## src/hw/rtl/ews_pkg.sv

```systemverilog
package ews_pkg;

   // register indexes of the control port
   localparam logic CSR_FORMAT = 1'b0;
   localparam logic CSR_ENABLE = 1'b1;

   // output format codes
   localparam logic [3:0] FMT_BIN       = 4'd0;
   localparam logic [3:0] FMT_BIN_TS    = 4'd1;
   localparam logic [3:0] FMT_6B        = 4'd2;
   localparam logic [3:0] FMT_6B_TS     = 4'd3;
   localparam logic [3:0] FMT_6B_NL     = 4'd4;
   localparam logic [3:0] FMT_6B_TS_NL  = 4'd5;
   localparam logic [3:0] FMT_HEX       = 4'd6;
   localparam logic [3:0] FMT_HEX_TS    = 4'd7;
   localparam logic [3:0] FMT_HEX_NL    = 4'd8;
   localparam logic [3:0] FMT_HEX_TS_NL = 4'd9;
   localparam logic [3:0] FMT_ASCII     = 4'd10;
   localparam logic [3:0] FMT_ASCII_TS  = 4'd11;

   localparam int WORD_W = 32;
   localparam int FMT_W  = 4;
   localparam int CSR_W  = 4;
   localparam int IDX_W  = 4;

   // one queued event, already classified
   typedef struct packed {
      logic [WORD_W-1:0] word;
      logic [FMT_W-1:0]  fmt;
      logic [IDX_W-1:0]  last;
   } entry_type;

   // queue status seen by the two sides
   typedef struct packed {
      logic full;
      logic empty;
   } qstat_type;

   // index of the final byte of a run
   function automatic logic [IDX_W-1:0] last_index(input logic [FMT_W-1:0] fmt);
      logic [IDX_W-1:0] r;
      r = '0;
      case (fmt)
         FMT_BIN:       r = 4'd1;
         FMT_BIN_TS:    r = 4'd3;
         FMT_6B:        r = 4'd2;
         FMT_6B_TS:     r = 4'd5;
         FMT_6B_NL:     r = 4'd3;
         FMT_6B_TS_NL:  r = 4'd6;
         FMT_HEX:       r = 4'd3;
         FMT_HEX_TS:    r = 4'd7;
         FMT_HEX_NL:    r = 4'd4;
         FMT_HEX_TS_NL: r = 4'd8;
         FMT_ASCII:     r = 4'd9;
         FMT_ASCII_TS:  r = 4'd15;
         default:       r = '0;
      endcase
      return r;
   endfunction

endpackage

```

## src/hw/rtl/ews_front.sv

```systemverilog
module ews_front (
   input  logic                       clock,
   input  logic                       reset,
   input  logic                       push,
   output logic                       full,
   input  logic [ews_pkg::WORD_W-1:0] req_event_word,
   input  logic                       csr_wr_en,
   input  logic                       csr_index,
   input  logic [ews_pkg::CSR_W-1:0]  csr_wdata,
   input  ews_pkg::qstat_type         q_stat,
   output logic                       q_push,
   output ews_pkg::entry_type         q_wdata
);
   import ews_pkg::*;

   logic [FMT_W-1:0] format_ff, format_in;
   logic             enable_ff, enable_in;
   logic             keep;

   always_comb begin
      format_in = format_ff;
      enable_in = enable_ff;
      if (csr_wr_en) begin
         unique case (csr_index)
            CSR_FORMAT: format_in = csr_wdata[FMT_W-1:0];
            CSR_ENABLE: enable_in = csr_wdata[0];
            default:    format_in = format_ff;
         endcase
      end
   end

   always_ff @(posedge clock) begin
      if (reset) begin
         format_ff <= FMT_BIN;
         enable_ff <= 1'b0;
      end else begin
         format_ff <= format_in;
         enable_ff <= enable_in;
      end
   end

   // unknown formats and disabled sending drop the word here
   assign keep  = enable_ff && (format_ff <= FMT_ASCII_TS);
   assign full  = q_stat.full;
   assign q_push = push && !q_stat.full && keep;

   always_comb begin
      q_wdata.word = req_event_word;
      q_wdata.fmt  = format_ff;
      q_wdata.last = last_index(format_ff);
   end

endmodule

```

## src/hw/rtl/ews_queue.sv

```systemverilog
module ews_queue #(
   parameter int DEPTH = 2
) (
   input  logic               clock,
   input  logic               reset,
   input  logic               q_push,
   input  ews_pkg::entry_type q_wdata,
   input  logic               q_pop,
   output ews_pkg::entry_type q_rdata,
   output ews_pkg::qstat_type q_stat
);
   import ews_pkg::*;

   localparam int PTR_W = (DEPTH > 1) ? $clog2(DEPTH) : 1;
   localparam int CNT_W = $clog2(DEPTH + 1);

   entry_type        slot_ff [DEPTH];
   logic [PTR_W-1:0] wr_ptr_ff, wr_ptr_in;
   logic [PTR_W-1:0] rd_ptr_ff, rd_ptr_in;
   logic [CNT_W-1:0] count_ff, count_in;
   logic             do_push, do_pop;

   assign q_stat.full  = (count_ff == CNT_W'(DEPTH));
   assign q_stat.empty = (count_ff == '0);
   assign do_push = q_push && !q_stat.full;
   assign do_pop  = q_pop && !q_stat.empty;
   assign q_rdata = slot_ff[rd_ptr_ff];

   always_comb begin
      wr_ptr_in = wr_ptr_ff;
      rd_ptr_in = rd_ptr_ff;
      count_in  = count_ff;
      if (do_push)
         wr_ptr_in = (wr_ptr_ff == PTR_W'(DEPTH - 1)) ? '0 : wr_ptr_ff + 1'b1;
      if (do_pop)
         rd_ptr_in = (rd_ptr_ff == PTR_W'(DEPTH - 1)) ? '0 : rd_ptr_ff + 1'b1;
      if (do_push && !do_pop)
         count_in = count_ff + 1'b1;
      else if (do_pop && !do_push)
         count_in = count_ff - 1'b1;
   end

   always_ff @(posedge clock) begin
      if (reset) begin
         wr_ptr_ff <= '0;
         rd_ptr_ff <= '0;
         count_ff  <= '0;
      end else begin
         wr_ptr_ff <= wr_ptr_in;
         rd_ptr_ff <= rd_ptr_in;
         count_ff  <= count_in;
      end
   end

   always_ff @(posedge clock) begin
      if (do_push)
         slot_ff[wr_ptr_ff] <= q_wdata;
   end

   a_count_bound: assert property (@(posedge clock) disable iff (reset)
      count_ff <= CNT_W'(DEPTH))
      else $error("queue count above depth");

   a_no_push_full: assert property (@(posedge clock) disable iff (reset)
      !(q_push && q_stat.full))
      else $error("word pushed into a full queue");

   a_no_pop_empty: assert property (@(posedge clock) disable iff (reset)
      !(q_pop && q_stat.empty))
      else $error("word popped from an empty queue");

endmodule

```

## src/hw/rtl/ews_back.sv

```systemverilog
module ews_back (
   input  logic               clock,
   input  logic               reset,
   input  ews_pkg::qstat_type q_stat,
   input  ews_pkg::entry_type q_rdata,
   output logic               q_pop,
   output logic               empty,
   input  logic               pop,
   output logic [7:0]         rsp_tx_byte,
   output logic               rsp_last_byte
);
   import ews_pkg::*;

   localparam logic [7:0] CH_NL    = 8'h0A;
   localparam logic [7:0] CH_SPACE = 8'h20;
   localparam logic [7:0] CH_ZERO  = 8'h30;
   localparam int         TS_DIGITS = 5;

   typedef struct packed {
      logic [3:0] h;
      logic [3:0] t;
      logic [3:0] o;
      logic       h_blank;
      logic       t_blank;
   } dec3_type;

   // 0..127 into three digits, tens by reciprocal multiply
   function automatic dec3_type dec3(input logic [6:0] v);
      dec3_type   d;
      logic [6:0] r;
      logic [14:0] p;
      logic [6:0] t10;
      d.h = (v >= 7'd100) ? 4'd1 : 4'd0;
      r   = (v >= 7'd100) ? v - 7'd100 : v;
      p   = 15'(r) * 15'd205;
      d.t = p[14:11];
      t10 = {d.t, 3'b000} - 7'({d.t, 1'b0}) + 7'({d.t, 2'b00}) ;
      d.o = 4'(r - t10);
      d.h_blank = (d.h == 4'd0);
      d.t_blank = (d.h == 4'd0) && (d.t == 4'd0);
      return d;
   endfunction

   function automatic logic [7:0] hex_char(input logic [3:0] n);
      return (n < 4'd10) ? CH_ZERO + 8'(n) : 8'h37 + 8'(n);
   endfunction

   function automatic logic [7:0] dig_char(input logic [3:0] n, input logic blank);
      return blank ? CH_SPACE : CH_ZERO + 8'(n);
   endfunction

   // current event
   logic [WORD_W-1:0] word_ff, word_in;
   logic [FMT_W-1:0]  fmt_ff, fmt_in;
   logic [IDX_W-1:0]  last_ff, last_in;
   logic [IDX_W-1:0]  idx_ff, idx_in;
   logic              active_ff, active_in;

   // timestamp conversion, lowest digit first
   logic [15:0]       rem_ff, rem_in;
   logic [2:0]        step_ff, step_in;
   logic [3:0]        tsd_ff [TS_DIGITS];
   logic              tsb_ff [TS_DIGITS];
   logic [31:0]       prod;
   logic [15:0]       quot;
   logic [3:0]        digit;
   logic              ts_done;

   // output register
   logic              out_valid_ff, out_valid_in;
   logic [7:0]        out_byte_ff;
   logic              out_last_ff;

   logic              slot_free, ts_wait, issue, issue_last, load;
   logic [7:0]        next_byte;
   dec3_type          xd, yd;

   assign slot_free  = !out_valid_ff || pop;
   assign ts_done    = (step_ff == 3'(TS_DIGITS));
   assign ts_wait    = (fmt_ff == FMT_ASCII_TS) && (idx_ff >= 4'd10) && (idx_ff <= 4'd14)
                       && !ts_done;
   assign issue      = active_ff && slot_free && !ts_wait;
   assign issue_last = issue && (idx_ff == last_ff);
   assign load       = !q_stat.empty && (!active_ff || issue_last);
   assign q_pop      = load;

   always_comb begin
      word_in   = word_ff;
      fmt_in    = fmt_ff;
      last_in   = last_ff;
      idx_in    = idx_ff;
      active_in = active_ff;
      if (issue) begin
         idx_in = idx_ff + 1'b1;
         if (issue_last)
            active_in = 1'b0;
      end
      if (load) begin
         word_in   = q_rdata.word;
         fmt_in    = q_rdata.fmt;
         last_in   = q_rdata.last;
         idx_in    = '0;
         active_in = 1'b1;
      end
   end

   // divide by ten: exact for 16-bit values with 0xCCCD >> 19
   assign prod  = rem_ff * 32'h0000CCCD;
   assign quot  = 16'(prod[31:19]);
   assign digit = 4'(rem_ff - ({quot[12:0], 3'b000} + {quot[14:0], 1'b0}));

   always_comb begin
      rem_in  = rem_ff;
      step_in = step_ff;
      if (load) begin
         rem_in  = q_rdata.word[15:0];
         step_in = '0;
      end else if (!ts_done) begin
         rem_in  = quot;
         step_in = step_ff + 1'b1;
      end
   end

   always_ff @(posedge clock) begin
      if (!load && !ts_done) begin
         for (int i = 0; i < TS_DIGITS; i++) begin
            if (step_ff == 3'(i)) begin
               tsd_ff[i] <= digit;
               tsb_ff[i] <= (i != 0) && (rem_ff == '0);
            end
         end
      end
   end

   assign xd = dec3(word_ff[30:24]);
   assign yd = dec3(word_ff[22:16]);

   // byte for the current position of the run
   always_comb begin
      next_byte = CH_NL;
      case (fmt_ff)
         FMT_BIN, FMT_BIN_TS: begin
            case (idx_ff[1:0])
               2'd0:    next_byte = word_ff[31:24];
               2'd1:    next_byte = word_ff[23:16];
               2'd2:    next_byte = word_ff[15:8];
               default: next_byte = word_ff[7:0];
            endcase
         end
         FMT_6B, FMT_6B_NL: begin
            case (idx_ff)
               4'd0:    next_byte = 8'({4'b0000, word_ff[31:28]}) + 8'd32;
               4'd1:    next_byte = 8'({2'b00, word_ff[27:22]}) + 8'd32;
               4'd2:    next_byte = 8'({2'b00, word_ff[21:16]}) + 8'd32;
               default: next_byte = CH_NL;
            endcase
         end
         FMT_6B_TS, FMT_6B_TS_NL: begin
            case (idx_ff)
               4'd0:    next_byte = 8'({6'b000000, word_ff[31:30]}) + 8'd32;
               4'd1:    next_byte = 8'({2'b00, word_ff[29:24]}) + 8'd32;
               4'd2:    next_byte = 8'({2'b00, word_ff[23:18]}) + 8'd32;
               4'd3:    next_byte = 8'({2'b00, word_ff[17:12]}) + 8'd32;
               4'd4:    next_byte = 8'({2'b00, word_ff[11:6]}) + 8'd32;
               4'd5:    next_byte = 8'({2'b00, word_ff[5:0]}) + 8'd32;
               default: next_byte = CH_NL;
            endcase
         end
         FMT_HEX, FMT_HEX_NL, FMT_HEX_TS, FMT_HEX_TS_NL: begin
            if (idx_ff == last_ff && (fmt_ff == FMT_HEX_NL || fmt_ff == FMT_HEX_TS_NL))
               next_byte = CH_NL;
            else begin
               case (idx_ff[2:0])
                  3'd0:    next_byte = hex_char(word_ff[31:28]);
                  3'd1:    next_byte = hex_char(word_ff[27:24]);
                  3'd2:    next_byte = hex_char(word_ff[23:20]);
                  3'd3:    next_byte = hex_char(word_ff[19:16]);
                  3'd4:    next_byte = hex_char(word_ff[15:12]);
                  3'd5:    next_byte = hex_char(word_ff[11:8]);
                  3'd6:    next_byte = hex_char(word_ff[7:4]);
                  default: next_byte = hex_char(word_ff[3:0]);
               endcase
            end
         end
         FMT_ASCII, FMT_ASCII_TS: begin
            case (idx_ff)
               4'd0:    next_byte = CH_ZERO + 8'(word_ff[23]);
               4'd1:    next_byte = CH_SPACE;
               4'd2:    next_byte = dig_char(xd.h, xd.h_blank);
               4'd3:    next_byte = dig_char(xd.t, xd.t_blank);
               4'd4:    next_byte = dig_char(xd.o, 1'b0);
               4'd5:    next_byte = CH_SPACE;
               4'd6:    next_byte = dig_char(yd.h, yd.h_blank);
               4'd7:    next_byte = dig_char(yd.t, yd.t_blank);
               4'd8:    next_byte = dig_char(yd.o, 1'b0);
               4'd9:    next_byte = (fmt_ff == FMT_ASCII_TS) ? CH_SPACE : CH_NL;
               4'd10:   next_byte = dig_char(tsd_ff[4], tsb_ff[4]);
               4'd11:   next_byte = dig_char(tsd_ff[3], tsb_ff[3]);
               4'd12:   next_byte = dig_char(tsd_ff[2], tsb_ff[2]);
               4'd13:   next_byte = dig_char(tsd_ff[1], tsb_ff[1]);
               4'd14:   next_byte = dig_char(tsd_ff[0], tsb_ff[0]);
               default: next_byte = CH_NL;
            endcase
         end
         default: next_byte = CH_NL;
      endcase
   end

   always_comb begin
      out_valid_in = out_valid_ff;
      if (issue)
         out_valid_in = 1'b1;
      else if (pop)
         out_valid_in = 1'b0;
   end

   always_ff @(posedge clock) begin
      if (reset) begin
         active_ff    <= 1'b0;
         idx_ff       <= '0;
         step_ff      <= 3'(TS_DIGITS);
         out_valid_ff <= 1'b0;
      end else begin
         active_ff    <= active_in;
         idx_ff       <= idx_in;
         step_ff      <= step_in;
         out_valid_ff <= out_valid_in;
      end
   end

   always_ff @(posedge clock) begin
      word_ff <= word_in;
      fmt_ff  <= fmt_in;
      last_ff <= last_in;
      rem_ff  <= rem_in;
      if (issue) begin
         out_byte_ff <= next_byte;
         out_last_ff <= issue_last;
      end
   end

   assign empty         = !out_valid_ff;
   assign rsp_tx_byte   = out_byte_ff;
   assign rsp_last_byte = out_last_ff;

   a_idx_in_run: assert property (@(posedge clock) disable iff (reset)
      active_ff |-> (idx_ff <= last_ff))
      else $error("byte position past end of run");

   a_load_restart: assert property (@(posedge clock) disable iff (reset)
      load |=> (active_ff && idx_ff == '0 && step_ff == '0))
      else $error("new event did not restart the run");

   a_step_bound: assert property (@(posedge clock) disable iff (reset)
      step_ff <= 3'(TS_DIGITS))
      else $error("timestamp conversion ran past its digits");

endmodule

```

## src/hw/rtl/event_word_serializer_core.sv

```systemverilog
// path: a first byte reaches the result ports through the queue slot, the event register
//    of the back end and the output register, when the queue and the back end are idle
// throughput: one byte per cycle unless pop stalls; an event gives 2 to 16 bytes (16 for
//    ascii with timestamp), the next event's first byte follows its last with no gap
// reset: synchronous, clears format to binary, sending off, empties the queue and output
module event_word_serializer_core #(
   parameter int QUEUE_DEPTH = 2
) (
   input  logic        clock,
   input  logic        reset,
   // word input, queue style
   input  logic        push,
   output logic        full,
   input  logic [31:0] req_event_word,
   // byte output, queue style
   output logic        empty,
   input  logic        pop,
   output logic [7:0]  rsp_tx_byte,
   output logic        rsp_last_byte,
   // control registers
   input  logic        csr_wr_en,
   input  logic        csr_index,
   input  logic [3:0]  csr_wdata
);
   import ews_pkg::*;

   // front to queue
   logic      q_push;
   entry_type q_wdata;
   // queue to back
   logic      q_pop;
   entry_type q_rdata;
   qstat_type q_stat;

   // front: control registers, drops words that produce nothing and sizes the run
   ews_front u_front (
      .clock          (clock),
      .reset          (reset),
      .push           (push),
      .full           (full),
      .req_event_word (req_event_word),
      .csr_wr_en      (csr_wr_en),
      .csr_index      (csr_index),
      .csr_wdata      (csr_wdata),
      .q_stat         (q_stat),
      .q_push         (q_push),
      .q_wdata        (q_wdata)
   );

   // short queue of classified words, lets the input run ahead of the byte stream
   ews_queue #(
      .DEPTH (QUEUE_DEPTH)
   ) u_queue (
      .clock   (clock),
      .reset   (reset),
      .q_push  (q_push),
      .q_wdata (q_wdata),
      .q_pop   (q_pop),
      .q_rdata (q_rdata),
      .q_stat  (q_stat)
   );

   // back: byte sequencer with timestamp-to-decimal unit and output register
   ews_back u_back (
      .clock         (clock),
      .reset         (reset),
      .q_stat        (q_stat),
      .q_rdata       (q_rdata),
      .q_pop         (q_pop),
      .empty         (empty),
      .pop           (pop),
      .rsp_tx_byte   (rsp_tx_byte),
      .rsp_last_byte (rsp_last_byte)
   );

endmodule
```

## config.mk

```make
export PLATFORM = sky130hd
export DESIGN_NAME = event_word_serializer_core
export DESIGN_NICKNAME = d
export VERILOG_FILES = /design/src/hw/rtl/ews_pkg.sv /design/src/hw/rtl/ews_front.sv /design/src/hw/rtl/ews_queue.sv /design/src/hw/rtl/ews_back.sv /design/src/hw/rtl/event_word_serializer_core.sv
export SDC_FILE = /design/constraint.sdc
export NUM_CORES = 1
export LEC_CHECK = 0
export ABC_AREA = 1
export BUFFER_PORTS_ARGS = -buffer_cell sky130_fd_sc_hd__buf_4
export CAP_MARGIN = 25
export CORE_MARGIN = 2
export CORE_UTILIZATION = 51
export CTS_CLUSTER_DIAMETER = 100
export DETAILED_ROUTE_END_ITERATION = 6
export PLACE_DENSITY = 0.7
export SYNTH_ARGS = -nofsm -noshare
export SYNTH_HDL_FRONTEND = slang
export SYNTH_SLANG_ARGS = --single-unit
```

## constraint.sdc

```tcl
create_clock -name clock -period 5 [get_ports clock]
set_input_delay 1 -clock clock [delete_from_list [all_inputs] [get_ports clock]]
set_output_delay 1 -clock clock [all_outputs]
set_load 0.02 [all_outputs]
```

==> impl_metrics.ini <==
[timing]
hold_slack_ns = 0.429
finalWorstSetupSlack_ns = -0.646
min_period_over_period_pct = 113
post-route-min-period_ns = 5.65
drv_slew = 0
slew_headroom_pct = 34.3
clock_skew_ns = 0.0228
tightest_slew_ns = 0.978
rsz0062_at_grt = yes
setup_viol = 31
max_freq_mhz = 177
hold_violations = 0

[routing]
num_vias = 14071
first_pass_iters = 6
drtIter0Drc = 1205
ant_nets = 0
via_per_inst = 5.38
drc = 0
wl_per_cell_um = 18.9
finalWirelength_um = 49400

[floorplan]
core_mm2 = 0.0323
ios = 53
die_w_um = 184
die_h_um = 184
die_area_mm2 = 0.0340
core.rowCount = 66
start_util_pct = 51.3

[critical_path]
critPathLaunchType = flop
cp_slowest_stage_delay_ns = 0.57
crit_chain = inv_2 > ha_4 > inv_2 > fa_1 > inv_1 > fa_1 > fa_1 > fa_1 > fa_1 > ha_4 > nand2_4 > nor2_4 > nand4_1 > o21ai_2 > xor2_2 > inv_2 > ha_4 > xnor2_2 > nand2_1 > buf_4 > nand3b_1 > nand2_2
crit_start = u_back.rem_ff[6]
cpMostUsedCell = fa_1
r2r-start = u_back.rem_ff[6]
crit_fanout = 5
cpLargestDelayFamily = adder cells
cp_num_buf_inv = 5
path_class = reg -> reg
crit_slowest_cell = fa_1
worstPathArrival_ns = 5.81
worstPathRequired_ns = 5.17
cp-end-kind = flop

[yosys]
synthFlopType = edfxtp_1
synth_top_area_share_pct = 30.6
syn_area_mm2 = 0.0166
netlist_top_cells_area = edfxtp_1 31%, ha_1 19%, fa_1 12%
yosys_warnings = 0
syn_inst = 1833
ys_seq_area_share_pct = 33.4
synth_enable_flop_cells = 169
synth_nets = 2222
synth_top_cell_by_area = edfxtp_1
synth_area_per_cell_um2 = 9.04
ys_ff_latch = 192
netlist-cell-type-count = 57
async_flop_share_pct = 0

[grt]
antenna_found_initial = 1
grt_pass1_vias = 13946
grt_use_total_pct = 29.4
overflow = 0
grt_pass1_wl_um = 75900
grt_max_degree = 41

[layout]
antenna_cells = 0
layout_commonest_cell = nand2_1
drive_gt1_share_pct = 26.1
area_delta_synth_final_pct = 26.9
fin_cells = 2614
nNetsFinal = 2548
layout_common_cells = 336 x nand2_1, 308 x inv_1, 308 x buf_4, 213 x ha_1, 169 x edfxtp_1

[placement]
portBuffers = 52
placedCellCount = 2508
place.gp.congestion = 1.04
dpl.hpwl_um = 39400

[flow_run]
drv_cap = 0

[clock_network]
cts_tree = done
cts_max_level = 4
cts_buffers = 17
cts_buffer_depth = 2
cts_root_buf = clkbuf_16
path_clk_slew_ns = 0.08
clk-insertion-delay-late_ns = 0.44
clkSinkCount = 192

[hold_path]
hp-start = u_front.q_wdata[2]
hold_path_class = reg -> reg

[outcome]
outcome = finished, violations left
violations = setup timing
## kinds of logic after synthesis
kind of cell / Yosys count / share of synthesized area (%)
AND/OR/NAND/NOR: 624 / 16.1
buffers and inverters: 374 / 8.70
adder cells (fa/ha/maj): 347 / 30.7
AO/OA/AOI/OAI: 263 / 9.36
flip-flops: 192 / 33.4
XOR/XNOR: 33 / 1.74
## state kept, by name, indices dropped and copies added (netlist names), 2 cells and up, named ones only
| register | flops |
|---|---|
| u_back.last_ff | 4 |
| u_back.rsp_tx_byte | 8 |
| u_front.format_ff | 4 |
| u_queue.slot_ff | 80 |
| u_back.word_ff | 32 |
| u_back.fmt_ff | 4 |
| u_back.step_ff | 3 |
| u_back.tsb_ff | 4 |
| u_queue.count_ff | 2 |
| u_back.idx_ff | 4 |
| u_back.rem_ff | 16 |
| u_front.q_wdata | 4 |
| u_back.tsd_ff | 20 |
## stage by stage
stage / TNS, ns / worst slack [ns] / utilization (%) / cell area (µm²)
floorplan: -0.442 / -0.115 / - / 16800
global placement: -13.49 / -0.631 / 59.3 / 19100
detailed placement: -16.30 / -0.770 / 59.3 / 19100
CTS: -10.85 / -0.554 / 63.2 / 20400
global route: -18.78 / -0.822 / 65.1 / 21000
finish: -12.87 / -0.646 / 65.1 / 21000
## routing by layer
layer  track usage (%)  vias to the layer above  wire [µm]
li1                  -                     6735          -
met1              41.9                     6778      22100
met2              47.5                      479      22800
met3              4.58                       79       3500
met4              6.34                        0       1020
met5                 0                        -          0
## cell type report
type	instances	area (µm²)
clock buffers	18	429
clock inverters	14	170
fillers	2589	11300
inverters	358	1350
multi-input cells	1267	10500
flip-flops and latches	192	5540
well taps	442	553
repair buffers	323	2480
## timing repair
item	4_1_cts	5_1_grt
gates resized for setup	66	114
buffers inserted	58	19
endpoints found under the setup margin	33	33
pin swaps	51	56
hold buffers	0	0
## cells in the mapped netlist, types with 9 or more instances
master and instances:
nor2_1 113, a21oi_1 90, fa_1 99, inv_1 349, edfxtp_1 169, nand2_1 362
o21ai_0 85, or2_2 12, xnor2_1 12, nand2_2 9, o22ai_1 17, dfxtp_1 23
xor2_1 21, nand3_1 60, nand4_1 23, nor3_1 15, ha_1 248
## worst paths after layout
kind | end | slack (ns) | depth (start not counted)
worst max-delay path | u_back.tsd_ff[0][15] | -0.65 | 22
worst min-delay path | u_queue.slot_ff[1][2] | 0.43 | 0
worst max register to register | u_back.tsd_ff[0][15] | -0.65 | 22
worst min register to register | u_queue.slot_ff[1][2] | 0.43 | 0
## worst register-to-register path, stage by stage (launching register included)
cell and delay, ns:
edfxtp_1 0.46, inv_2 0.07, ha_4 0.29, inv_2 0.04
fa_1 0.57, inv_1 0.06, fa_1 0.50, fa_1 0.46
fa_1 0.57, fa_1 0.47, ha_4 0.33, nand2_4 0.07
nor2_4 0.09, nand4_1 0.13, o21ai_2 0.22, xor2_2 0.23
inv_2 0.08, ha_4 0.17, xnor2_2 0.15, nand2_1 0.09
buf_4 0.14, nand3b_1 0.09, nand2_2 0.09
Power is not shown: default switching activity piles up to over one toggle a cycle in this logic, so the estimate is an artifact.
